<file path="src/hdl/bts_pkg.sv">
// Shared types and constants of the buzzer tone sequencer.
`default_nettype none

package bts_pkg;

	typedef enum logic [2:0] {
		OP_TICK    = 3'd0,
		OP_STOP    = 3'd1,
		OP_TURN_ON = 3'd2,
		OP_BEEP    = 3'd3,
		OP_LOAD    = 3'd4,
		OP_ARRAY   = 3'd5
	} op_t;

	typedef struct packed {
		op_t         op;
		logic [15:0] tone_hz;
		logic [15:0] period_ms;
		logic        loop_on;
		logic [6:0]  entry_count;
	} item_t;

	typedef struct packed {
		logic [9:0] tick_ms;
		logic       passive;
	} cfg_t;

	typedef struct packed {
		logic [15:0] period_ms;
		logic [15:0] tone_hz;
	} entry_t;

	typedef struct packed {
		logic        gpio_level;
		logic [15:0] tone_hz;
		logic        playing;
		logic        done;
	} result_t;

	localparam logic       REG_TICK_MS   = 1'b0;
	localparam logic       REG_PASSIVE   = 1'b1;
	localparam logic [9:0] TICK_MS_RESET = 10'd1;
	localparam int         BEEP_STEPS    = 2;

endpackage

`default_nettype wire

</file>
<file path="src/hdl/bts_table.sv">
// Step table memory holding the duration and tone of each array step.
`default_nettype none

module bts_table
	import bts_pkg::*;
#(
	parameter int DEPTH = 64,
	localparam int AW = $clog2(DEPTH)
) (
	input  wire logic          clk,
	input  wire logic          wr_en,
	input  wire logic [AW-1:0] wr_addr,
	input  wire entry_t        wr_data,
	input  wire logic          rd_en,
	input  wire logic [AW-1:0] rd_addr,
	output entry_t             rd_data
);

	entry_t mem [DEPTH];

	always_ff @(posedge clk) begin
		if (wr_en) begin
			mem[wr_addr] <= wr_data;
		end
	end

	always_ff @(posedge clk) begin
		if (rd_en) begin
			rd_data <= mem[rd_addr];
		end
	end

endmodule

`default_nettype wire

</file>
<file path="src/hdl/bts_seq.sv">
// Sequencer state, per-command update stage and result register.
`default_nettype none

module bts_seq
	import bts_pkg::*;
#(
	parameter int DEPTH = 64,
	localparam int CW = $clog2(DEPTH + 1)
) (
	input  wire logic          clk,
	input  wire logic          arst_n,
	input  wire cfg_t          cfg,
	input  wire logic          item_valid,
	output logic               item_ready,
	input  wire item_t         item,
	input  wire entry_t        rd_data,
	output logic [CW-1:0]      idx_after,
	output logic               res_valid,
	input  wire logic          res_ready,
	output result_t            res
);

	localparam int NW = (CW > 7) ? CW : 7;

	item_t         item_s1;
	logic          valid_s1;
	logic          move;

	logic [31:0]   el_q, el_n;
	logic [CW-1:0] idx_q, idx_n;
	logic [CW-1:0] cnt_q, cnt_n;
	logic [15:0]   time_q, time_n;
	logic [15:0]   hz_q, hz_n;
	logic          loop_q, loop_n;
	logic          table_q, table_n;
	logic          play_q, play_n;
	logic          lvl_q, lvl_n;
	logic [15:0]   dhz_q, dhz_n;
	logic          done_n;

	logic [32:0]   sum;
	logic [31:0]   el_sat;
	logic [CW:0]   step_inc;
	logic [CW:0]   nx;

	result_t       res_q;
	logic          res_valid_q;

	assign move       = valid_s1 && (!res_valid_q || res_ready);
	assign item_ready = !valid_s1 || move;
	assign idx_after  = valid_s1 ? idx_n : idx_q;
	assign res_valid  = res_valid_q;
	assign res        = res_q;

	always_comb begin
		el_n     = el_q;
		idx_n    = idx_q;
		cnt_n    = cnt_q;
		time_n   = time_q;
		hz_n     = hz_q;
		loop_n   = loop_q;
		table_n  = table_q;
		play_n   = play_q;
		lvl_n    = lvl_q;
		dhz_n    = dhz_q;
		done_n   = 1'b0;
		sum      = {1'b0, el_q} + 33'(cfg.tick_ms);
		el_sat   = sum[32] ? '1 : sum[31:0];
		step_inc = (CW+1)'(idx_q) + (CW+1)'(1);
		nx       = step_inc;
		case (item_s1.op)
			OP_TICK: begin
				el_n = el_sat;
				if (play_q && (cnt_q != '0) && (el_sat > 32'(time_q))) begin
					el_n = '0;
					if (step_inc < (CW+1)'(cnt_q)) begin
						if (!table_q) begin
							if (loop_q) begin
								nx = (CW+1)'(step_inc[0]);
							end
							if (nx[0]) begin
								lvl_n = 1'b0;
								dhz_n = '0;
							end else begin
								lvl_n = !cfg.passive;
								dhz_n = cfg.passive ? hz_q : 16'd0;
							end
						end else begin
							time_n = rd_data.period_ms;
							hz_n   = rd_data.tone_hz;
							lvl_n  = !cfg.passive;
							dhz_n  = cfg.passive ? rd_data.tone_hz : 16'd0;
						end
						idx_n = CW'(nx);
					end else begin
						idx_n  = CW'(step_inc);
						lvl_n  = 1'b0;
						dhz_n  = '0;
						play_n = 1'b0;
						done_n = 1'b1;
					end
				end
			end
			OP_STOP: begin
				play_n = 1'b0;
				lvl_n  = 1'b0;
				dhz_n  = '0;
			end
			OP_TURN_ON: begin
				el_n   = '0;
				play_n = 1'b1;
				loop_n = 1'b0;
				cnt_n  = '0;
				if (cfg.passive) begin
					hz_n = item_s1.tone_hz;
				end
				lvl_n = !cfg.passive;
				dhz_n = cfg.passive ? item_s1.tone_hz : 16'd0;
			end
			OP_BEEP: begin
				el_n    = '0;
				play_n  = 1'b1;
				idx_n   = '0;
				time_n  = item_s1.period_ms;
				loop_n  = item_s1.loop_on;
				table_n = 1'b0;
				cnt_n   = CW'(BEEP_STEPS) + CW'(item_s1.loop_on);
				if (cfg.passive) begin
					hz_n = item_s1.tone_hz;
				end
				lvl_n = !cfg.passive;
				dhz_n = cfg.passive ? item_s1.tone_hz : 16'd0;
			end
			OP_ARRAY: begin
				el_n    = '0;
				play_n  = 1'b1;
				if (NW'(item_s1.entry_count) > NW'(DEPTH)) begin
					cnt_n = CW'(DEPTH);
				end else begin
					cnt_n = CW'(item_s1.entry_count);
				end
				idx_n   = '0;
				table_n = 1'b1;
				loop_n  = 1'b0;
				time_n  = rd_data.period_ms;
				hz_n    = rd_data.tone_hz;
				lvl_n   = !cfg.passive;
				dhz_n   = cfg.passive ? rd_data.tone_hz : 16'd0;
			end
			default: begin
			end
		endcase
	end

	always_ff @(posedge clk or negedge arst_n) begin
		if (!arst_n) begin
			valid_s1 <= 1'b0;
		end else if (item_valid && item_ready) begin
			valid_s1 <= 1'b1;
		end else if (move) begin
			valid_s1 <= 1'b0;
		end
	end

	always_ff @(posedge clk) begin
		if (item_valid && item_ready) begin
			item_s1 <= item;
		end
	end

	always_ff @(posedge clk or negedge arst_n) begin
		if (!arst_n) begin
			el_q    <= '0;
			idx_q   <= '0;
			cnt_q   <= '0;
			time_q  <= '0;
			hz_q    <= '0;
			loop_q  <= 1'b0;
			table_q <= 1'b0;
			play_q  <= 1'b0;
			lvl_q   <= 1'b0;
			dhz_q   <= '0;
		end else if (move) begin
			el_q    <= el_n;
			idx_q   <= idx_n;
			cnt_q   <= cnt_n;
			time_q  <= time_n;
			hz_q    <= hz_n;
			loop_q  <= loop_n;
			table_q <= table_n;
			play_q  <= play_n;
			lvl_q   <= lvl_n;
			dhz_q   <= dhz_n;
		end
	end

	always_ff @(posedge clk or negedge arst_n) begin
		if (!arst_n) begin
			res_valid_q <= 1'b0;
		end else if (move) begin
			res_valid_q <= 1'b1;
		end else if (res_ready) begin
			res_valid_q <= 1'b0;
		end
	end

	always_ff @(posedge clk) begin
		if (move) begin
			res_q.gpio_level <= cfg.passive ? 1'b0 : lvl_n;
			res_q.tone_hz    <= cfg.passive ? dhz_n : 16'd0;
			res_q.playing    <= play_n;
			res_q.done       <= done_n;
		end
	end

	a_done_stops: assert property (@(posedge clk) disable iff (!arst_n)
		res_valid_q && res_q.done |-> !res_q.playing)
		else $error("finished pattern still reported as playing");

	a_stall_holds_s1: assert property (@(posedge clk) disable iff (!arst_n)
		valid_s1 && !move |=> valid_s1 && $stable(idx_q) && $stable(el_q))
		else $error("stalled command lost or state changed");

	a_idx_bound: assert property (@(posedge clk) disable iff (!arst_n)
		(CW+1)'(idx_q) <= (CW+1)'(DEPTH))
		else $error("step index beyond table depth");

	a_one_drive: assert property (@(posedge clk) disable iff (!arst_n)
		res_valid_q |-> !(res_q.gpio_level && (res_q.tone_hz != '0)))
		else $error("gpio and tone driven together");

endmodule

`default_nettype wire

</file>
<file path="src/hdl/buzzer_tone_sequencer.sv">
// Top level of the buzzer tone sequencer: register port, table access and sequencer.
// Usage: commands enter on the item channel (item_valid/item_ready) and every
// command gives exactly one result transfer on the res channel (res_valid/res_ready).
// A tick command advances time by tick_ms; stop, turn-on, beep, load entry and
// start array control the pattern. The result carries the GPIO level, the tone
// frequency, the playing flag and a done pulse for a finished beep or array.
// An accepted command waits in the update stage; its result is registered when that
// stage moves. Unless results stall, one command is taken per cycle; the limit is
// the single update stage, whose step table read is issued at the accepting edge
// using the state left by the command ahead. Table loads write at the accepting edge.
// When the receiver stalls, the result register holds and the update stage
// still takes one more command; the item channel then waits until it moves.
// Reset clears all sequencer state, sets tick_ms to 1 and the active buzzer
// type; the step table is not cleared and must be loaded before an array runs.
// The APB-style port holds tick_ms at address 0 and passive_mode at address 4.
`default_nettype none

module buzzer_tone_sequencer
	import bts_pkg::*;
#(
	parameter int TABLE_DEPTH = 64
) (
	input  wire logic        clk,
	input  wire logic        arst_n,
	input  wire logic        psel,
	input  wire logic        penable,
	input  wire logic        pwrite,
	input  wire logic [2:0]  paddr,
	input  wire logic [31:0] pwdata,
	output logic [31:0]      prdata,
	output logic             pready,
	input  wire logic        item_valid,
	output logic             item_ready,
	input  wire logic [2:0]  opcode,
	input  wire logic [15:0] tone_hz,
	input  wire logic [15:0] period_ms,
	input  wire logic        loop_on,
	input  wire logic [5:0]  entry_index,
	input  wire logic [6:0]  entry_count,
	output logic             res_valid,
	input  wire logic        res_ready,
	output logic             gpio_level,
	output logic [15:0]      tone_out_hz,
	output logic             is_playing,
	output logic             done_res
);

	localparam int AW = $clog2(TABLE_DEPTH);
	localparam int CW = $clog2(TABLE_DEPTH + 1);
	localparam int IW = (AW > 6) ? AW : 6;

	cfg_t          cfg_q;
	item_t         item;
	result_t       res;
	entry_t        wr_data;
	entry_t        rd_data;
	logic          accept;
	logic          wr_en;
	logic          rd_en;
	logic [AW-1:0] rd_addr;
	logic [CW-1:0] idx_after;
	logic [CW:0]   rd_next;
	logic [IW:0]   wr_idx;

	assign pready = 1'b1;

	always_ff @(posedge clk or negedge arst_n) begin
		if (!arst_n) begin
			cfg_q.tick_ms <= TICK_MS_RESET;
			cfg_q.passive <= 1'b0;
		end else if (psel && penable && pwrite) begin
			case (paddr[2])
				REG_TICK_MS: cfg_q.tick_ms <= pwdata[9:0];
				REG_PASSIVE: cfg_q.passive <= pwdata[0];
				default: begin
				end
			endcase
		end
	end

	always_comb begin
		case (paddr[2])
			REG_TICK_MS: prdata = {22'd0, cfg_q.tick_ms};
			REG_PASSIVE: prdata = {31'd0, cfg_q.passive};
			default:     prdata = '0;
		endcase
	end

	assign item.op          = op_t'(opcode);
	assign item.tone_hz     = tone_hz;
	assign item.period_ms   = period_ms;
	assign item.loop_on     = loop_on;
	assign item.entry_count = entry_count;

	assign accept  = item_valid && item_ready;
	assign wr_idx  = (IW+1)'(entry_index);
	assign wr_en   = accept && (item.op == OP_LOAD) && (wr_idx < (IW+1)'(TABLE_DEPTH));
	assign wr_data = '{period_ms: period_ms, tone_hz: tone_hz};
	assign rd_en   = accept && ((item.op == OP_TICK) || (item.op == OP_ARRAY));
	assign rd_next = (CW+1)'(idx_after) + (CW+1)'(1);
	assign rd_addr = (item.op == OP_ARRAY) ? '0 : rd_next[AW-1:0];

	bts_table #(
		.DEPTH (TABLE_DEPTH)
	) u_table (
		.clk     (clk),
		.wr_en   (wr_en),
		.wr_addr (wr_idx[AW-1:0]),
		.wr_data (wr_data),
		.rd_en   (rd_en),
		.rd_addr (rd_addr),
		.rd_data (rd_data)
	);

	bts_seq #(
		.DEPTH (TABLE_DEPTH)
	) u_seq (
		.clk        (clk),
		.arst_n     (arst_n),
		.cfg        (cfg_q),
		.item_valid (item_valid),
		.item_ready (item_ready),
		.item       (item),
		.rd_data    (rd_data),
		.idx_after  (idx_after),
		.res_valid  (res_valid),
		.res_ready  (res_ready),
		.res        (res)
	);

	assign gpio_level  = res.gpio_level;
	assign tone_out_hz = res.tone_hz;
	assign is_playing  = res.playing;
	assign done_res    = res.done;

endmodule

`default_nettype wire

</file>
<file path="config.mk">
export PLATFORM = sky130hd
export DESIGN_NAME = buzzer_tone_sequencer
export DESIGN_NICKNAME = d
export VERILOG_FILES = /design/src/hdl/bts_pkg.sv /design/src/hdl/bts_table.sv /design/src/hdl/bts_seq.sv /design/src/hdl/buzzer_tone_sequencer.sv
export SDC_FILE = /design/constraint.sdc
export NUM_CORES = 2
export LEC_CHECK = 0
export ABC_AREA = 1
export BUFFER_PORTS_ARGS = -buffer_cell sky130_fd_sc_hd__buf_2
export CAP_MARGIN = 20
export CORE_ASPECT_RATIO = 2
export CORE_UTILIZATION = 25
export CTS_CLUSTER_DIAMETER = 50
export DETAILED_ROUTE_END_ITERATION = 7
export GPL_TIMING_DRIVEN = 0
export MAX_ROUTING_LAYER = met4
export REMOVE_ABC_BUFFERS = 1
export SLEW_MARGIN = 10
export SYNTH_ARGS = -nofsm -noshare
export SYNTH_HDL_FRONTEND = slang
export SYNTH_HIERARCHICAL = 1
export SYNTH_SLANG_ARGS = --single-unit
</file>
<file path="constraint.sdc">
create_clock -name clk -period 6.5 [get_ports clk]
set_input_delay 0 -clock clk [delete_from_list [all_inputs] [get_ports clk]]
set_output_delay 0 -clock clk [all_outputs]
set_load 0.05 [all_outputs]
</file>
==> summary.txt <==
Run status
  • Status: finished, final reports clean

Layout
  • # fillers: 36510
  • P&R area growth vs syn: 24.65%
  • FF+latch area: 0.06711 mm^2
  • Design area: 0.1170 mm^2
  • Share of layout cells above drive strength 1: 15.66%
  • Fin nets: 8769
  • Multi-input logic area: 0.02640 mm^2

STA
  • Hold Fails Final Rpt: 0
  • Hold_ws: roughly 0.095 ns
  • RSZ-0062 raised after global routing: yes
  • Final Setup Violations: 0
  • Final worst setup slack: 0.1105 ns
  • Max Slew Vio Count: 0
  • Post-route minimum period: 6.389 ns
  • Worst slew margin: about a quarter
  • Total Neg Setup Slack: 0 ns
  • Final period util: a little over nine tenths
  • Fmax: around 160 MHz
  • Clk_skew: approximately 0.093 ns
  • Worst-Margin Slew: 1.144 ns

Die
  • Core ar.: around 0.37 mm^2
  • # IOs: between 100 and 150
  • Initial Utilization: 25.15%
  • Die Area: 0.3781 mm^2
  • Die Wd: 435.3 um
  • Site row count: 317
  • Die Span Y: between 800 and 900 um

Global routing
  • Vias in the first global route: ~63000
  • Initial antenna violation count: 22
  • Largest net degree at the start of global routing: 99
  • Grt total ovfl: 0
  • Total track usage: 15.88%
  • First-pass GRT wire length: approximately 430000 um

Synth
  • Post-Syn Area: 0.09386 mm^2
  • Synth Area per Inst: roughly 11 um^2
  • Syn Inst Count: 8259
  • Synth warn: 6

Power and ir drop
  • Leak pwr: roughly 42 nW
  • Final Power: 0.03642 W
  • Pwr dens: 311.3 mW/mm^2
  • Max IR drop VDD: 0.2618 mV

Setup path
  • Crit path max-delay family: simple AND/OR/NAND/NOR gates
  • WS Path Type: flip-flop to flip-flop
  • Setup crit end kind: flip-flop
  • R2R cell count: 45
  • Critical path capture point: u_table/rd_data[29]
  • CP bufs+invs: 10
  • Crit. Startpoint: u_seq/el_q[0]
  • Internal reg-to-reg setup slack: 0.11 ns
  • Reg-to-reg critical path endpoint: u_table/rd_data[29]
  • CP required: 7.10 ns
  • CP startpoint kind: flip-flop
  • Critical Path AT: around 7.0 ns
  • Reg-to-reg critical path startpoint: u_seq/el_q[0]
  • Crit-path max cell delay: 0.41 ns
  • Number of cells on the critical path: 45
  • Slowest stage cell, crit path: dfrtp_1
  • Crit-path max FO: 33

Route
  • WL/cell: between 20 and 25 um
  • # DRC: 0
  • Met2 wire len: around 170000 um
  • Antenna-violating nets left: 0
  • DRT met1 WL: around 100000 um
  • WL met3: 19780 um
  • Number of vias per cell: 4.891
  • Final WL: between 300000 and 400000 um
  • DRT Pass-1 Iters: 7
  • Top sig layer: met4
  • Vias: 67110
  • DRT iter0 DRCs: 6700

Clock tree
  • Clock root cell: clkbuf_16
  • Num CTS Buffers: 182
  • Maximum clock insertion buffer count: 4
  • CTS tree: done
  • Clock sinks: 2253
  • CTS H-tree lvls: 4
  • Clk slew on worst S/H paths: approximately 0.07 ns
  • Clock insertion delay at the later pin of the skew report: ~0.90 ns

Placed design
  • Dpl hpwl: around 170000 um
  • Pre-CTS setup slack: -3.171 ns
  • Routability congestion estimate: 0.8655
  • Post-DP Area: slightly above 0.1 mm^2
  • IO Port Bufs: 97

Min path
  • Hold Path Class: input port to flip-flop

Run
  • Max_cap viols: 0
metrics by stage:
step           utilization (%)  std cells
4_1_cts                  30.47      13630
3_5_place_dp             27.63      13050
2_1_floorplan                -       7763
3_3_place_gp             26.25      12800
6_report                 31.35      13720
5_1_grt                  31.35      13720
worst reg2reg max path: cells and delay by family, from the launching register on:
| kind | cells | cell delay (ns) |
|---|---|---|
| buf+inv | 10 | 1.53 |
| simple gates | 31 | 3.24 |
| flops | 1 | 0.41 |
| fa+ha+maj | 3 | 0.79 |
| compound gates | 1 | 0.21 |
power breakdown:
part / switching, W / internal (W) / total [W]
clock: 0.00520 / 0.00563 / 0.0108
combinational: 0.00583 / 0.00345 / 0.00927
sequential: 0.000174 / 0.0161 / 0.0163
total: 0.0112 / 0.0252 / 0.0364
cell usage in the layout (no fill, tap or decap), types with 16 or more instances in the layout:
cell type / instances
buf_12: 123
a21oi_1: 17
o21ai_0: 34
nor2_4: 72
buf_16: 123
ha_1: 19
clkinv_2: 20
nand3_4: 30
dfrtp_1: 105
nand2_2: 67
buf_4: 130
a32oi_1: 16
nand3_1: 1773
nand2_4: 34
buf_2: 97
clkinv_1: 40
nand2_1: 2749
clkbuf_1: 38
clkbuf_16: 234
edfxtp_1: 2142
nand4_1: 19
inv_1: 174
nor2_2: 20
nor2_1: 86
dlygate4sd3_1: 111
conb_1: 23
bufbuf_16: 28
nand3_2: 260
worst min-delay path by stage:
stage | from | endpoint | slack [ns] | depth (start not counted)
after global placement | entry_count[3] | u_seq/item_s1[3] | 0.20 | 1
after CTS | entry_index[3] | u_table/mem[52][28] | 0.03 | 4
after floorplan | arst_n | cfg_q[0] | -0.30 | 0
final | entry_index[3] | u_table/mem[52][28] | 0.1 | 4
after global routing | entry_index[3] | u_table/mem[52][8] | 0.16 | 4
after detailed placement | arst_n | u_seq/time_q[7] | -0.04 | 1
sequential cells by signal, summed over array words and instances, names as in the netlist:
| name | cells |
|---|---|
| u_seq/play_q | 1 |
| u_seq/valid_s1 | 1 |
| u_seq/res_valid | 1 |
| u_seq/idx_q | 7 |
| u_seq/item_s1 | 43 |
| u_seq/dhz_q | 16 |
| u_seq/res | 19 |
| u_seq/cnt_q | 7 |
| u_seq/el_q | 32 |
| u_seq/table_q | 1 |
| cfg_q | 11 |
| u_seq/loop_q | 1 |
| u_seq/lvl_q | 1 |
| u_table/rd_data | 32 |
| u_table/mem | 2048 |
| u_seq/hz_q | 16 |
| u_seq/time_q | 16 |
area by class of cell:
type	count	share of cell area (%)
Inverter	197	0.7165
Multi-Input combinational cell	5316	22.56
Timing Repair inverter	7	0.06630
Clock buffer	224	4.090
Tap cell	4944	5.287
Clock inverter	86	0.6128
Sequential cell	2253	57.36
Antenna cell	9	0.01925
Timing Repair Buffer	686	9.290
per-layer routing:
layer	up-vias	track usage, %
met1	33080	15.46
met4	0	10.82
met5	-	-
met2	3355	29.61
met3	1048	1.441
li1	29630	-
repair_timing:
item,4_1_cts,5_1_grt
pin swaps,34,156
endpoints found under the setup margin,32,32
hold buffers,112,0
buffers inserted,82,36
gates resized for setup,257,376
cloned,79,51
endpoints found under the hold margin,2208,0
No activity file was read; power rests on OpenSTA's default activity.
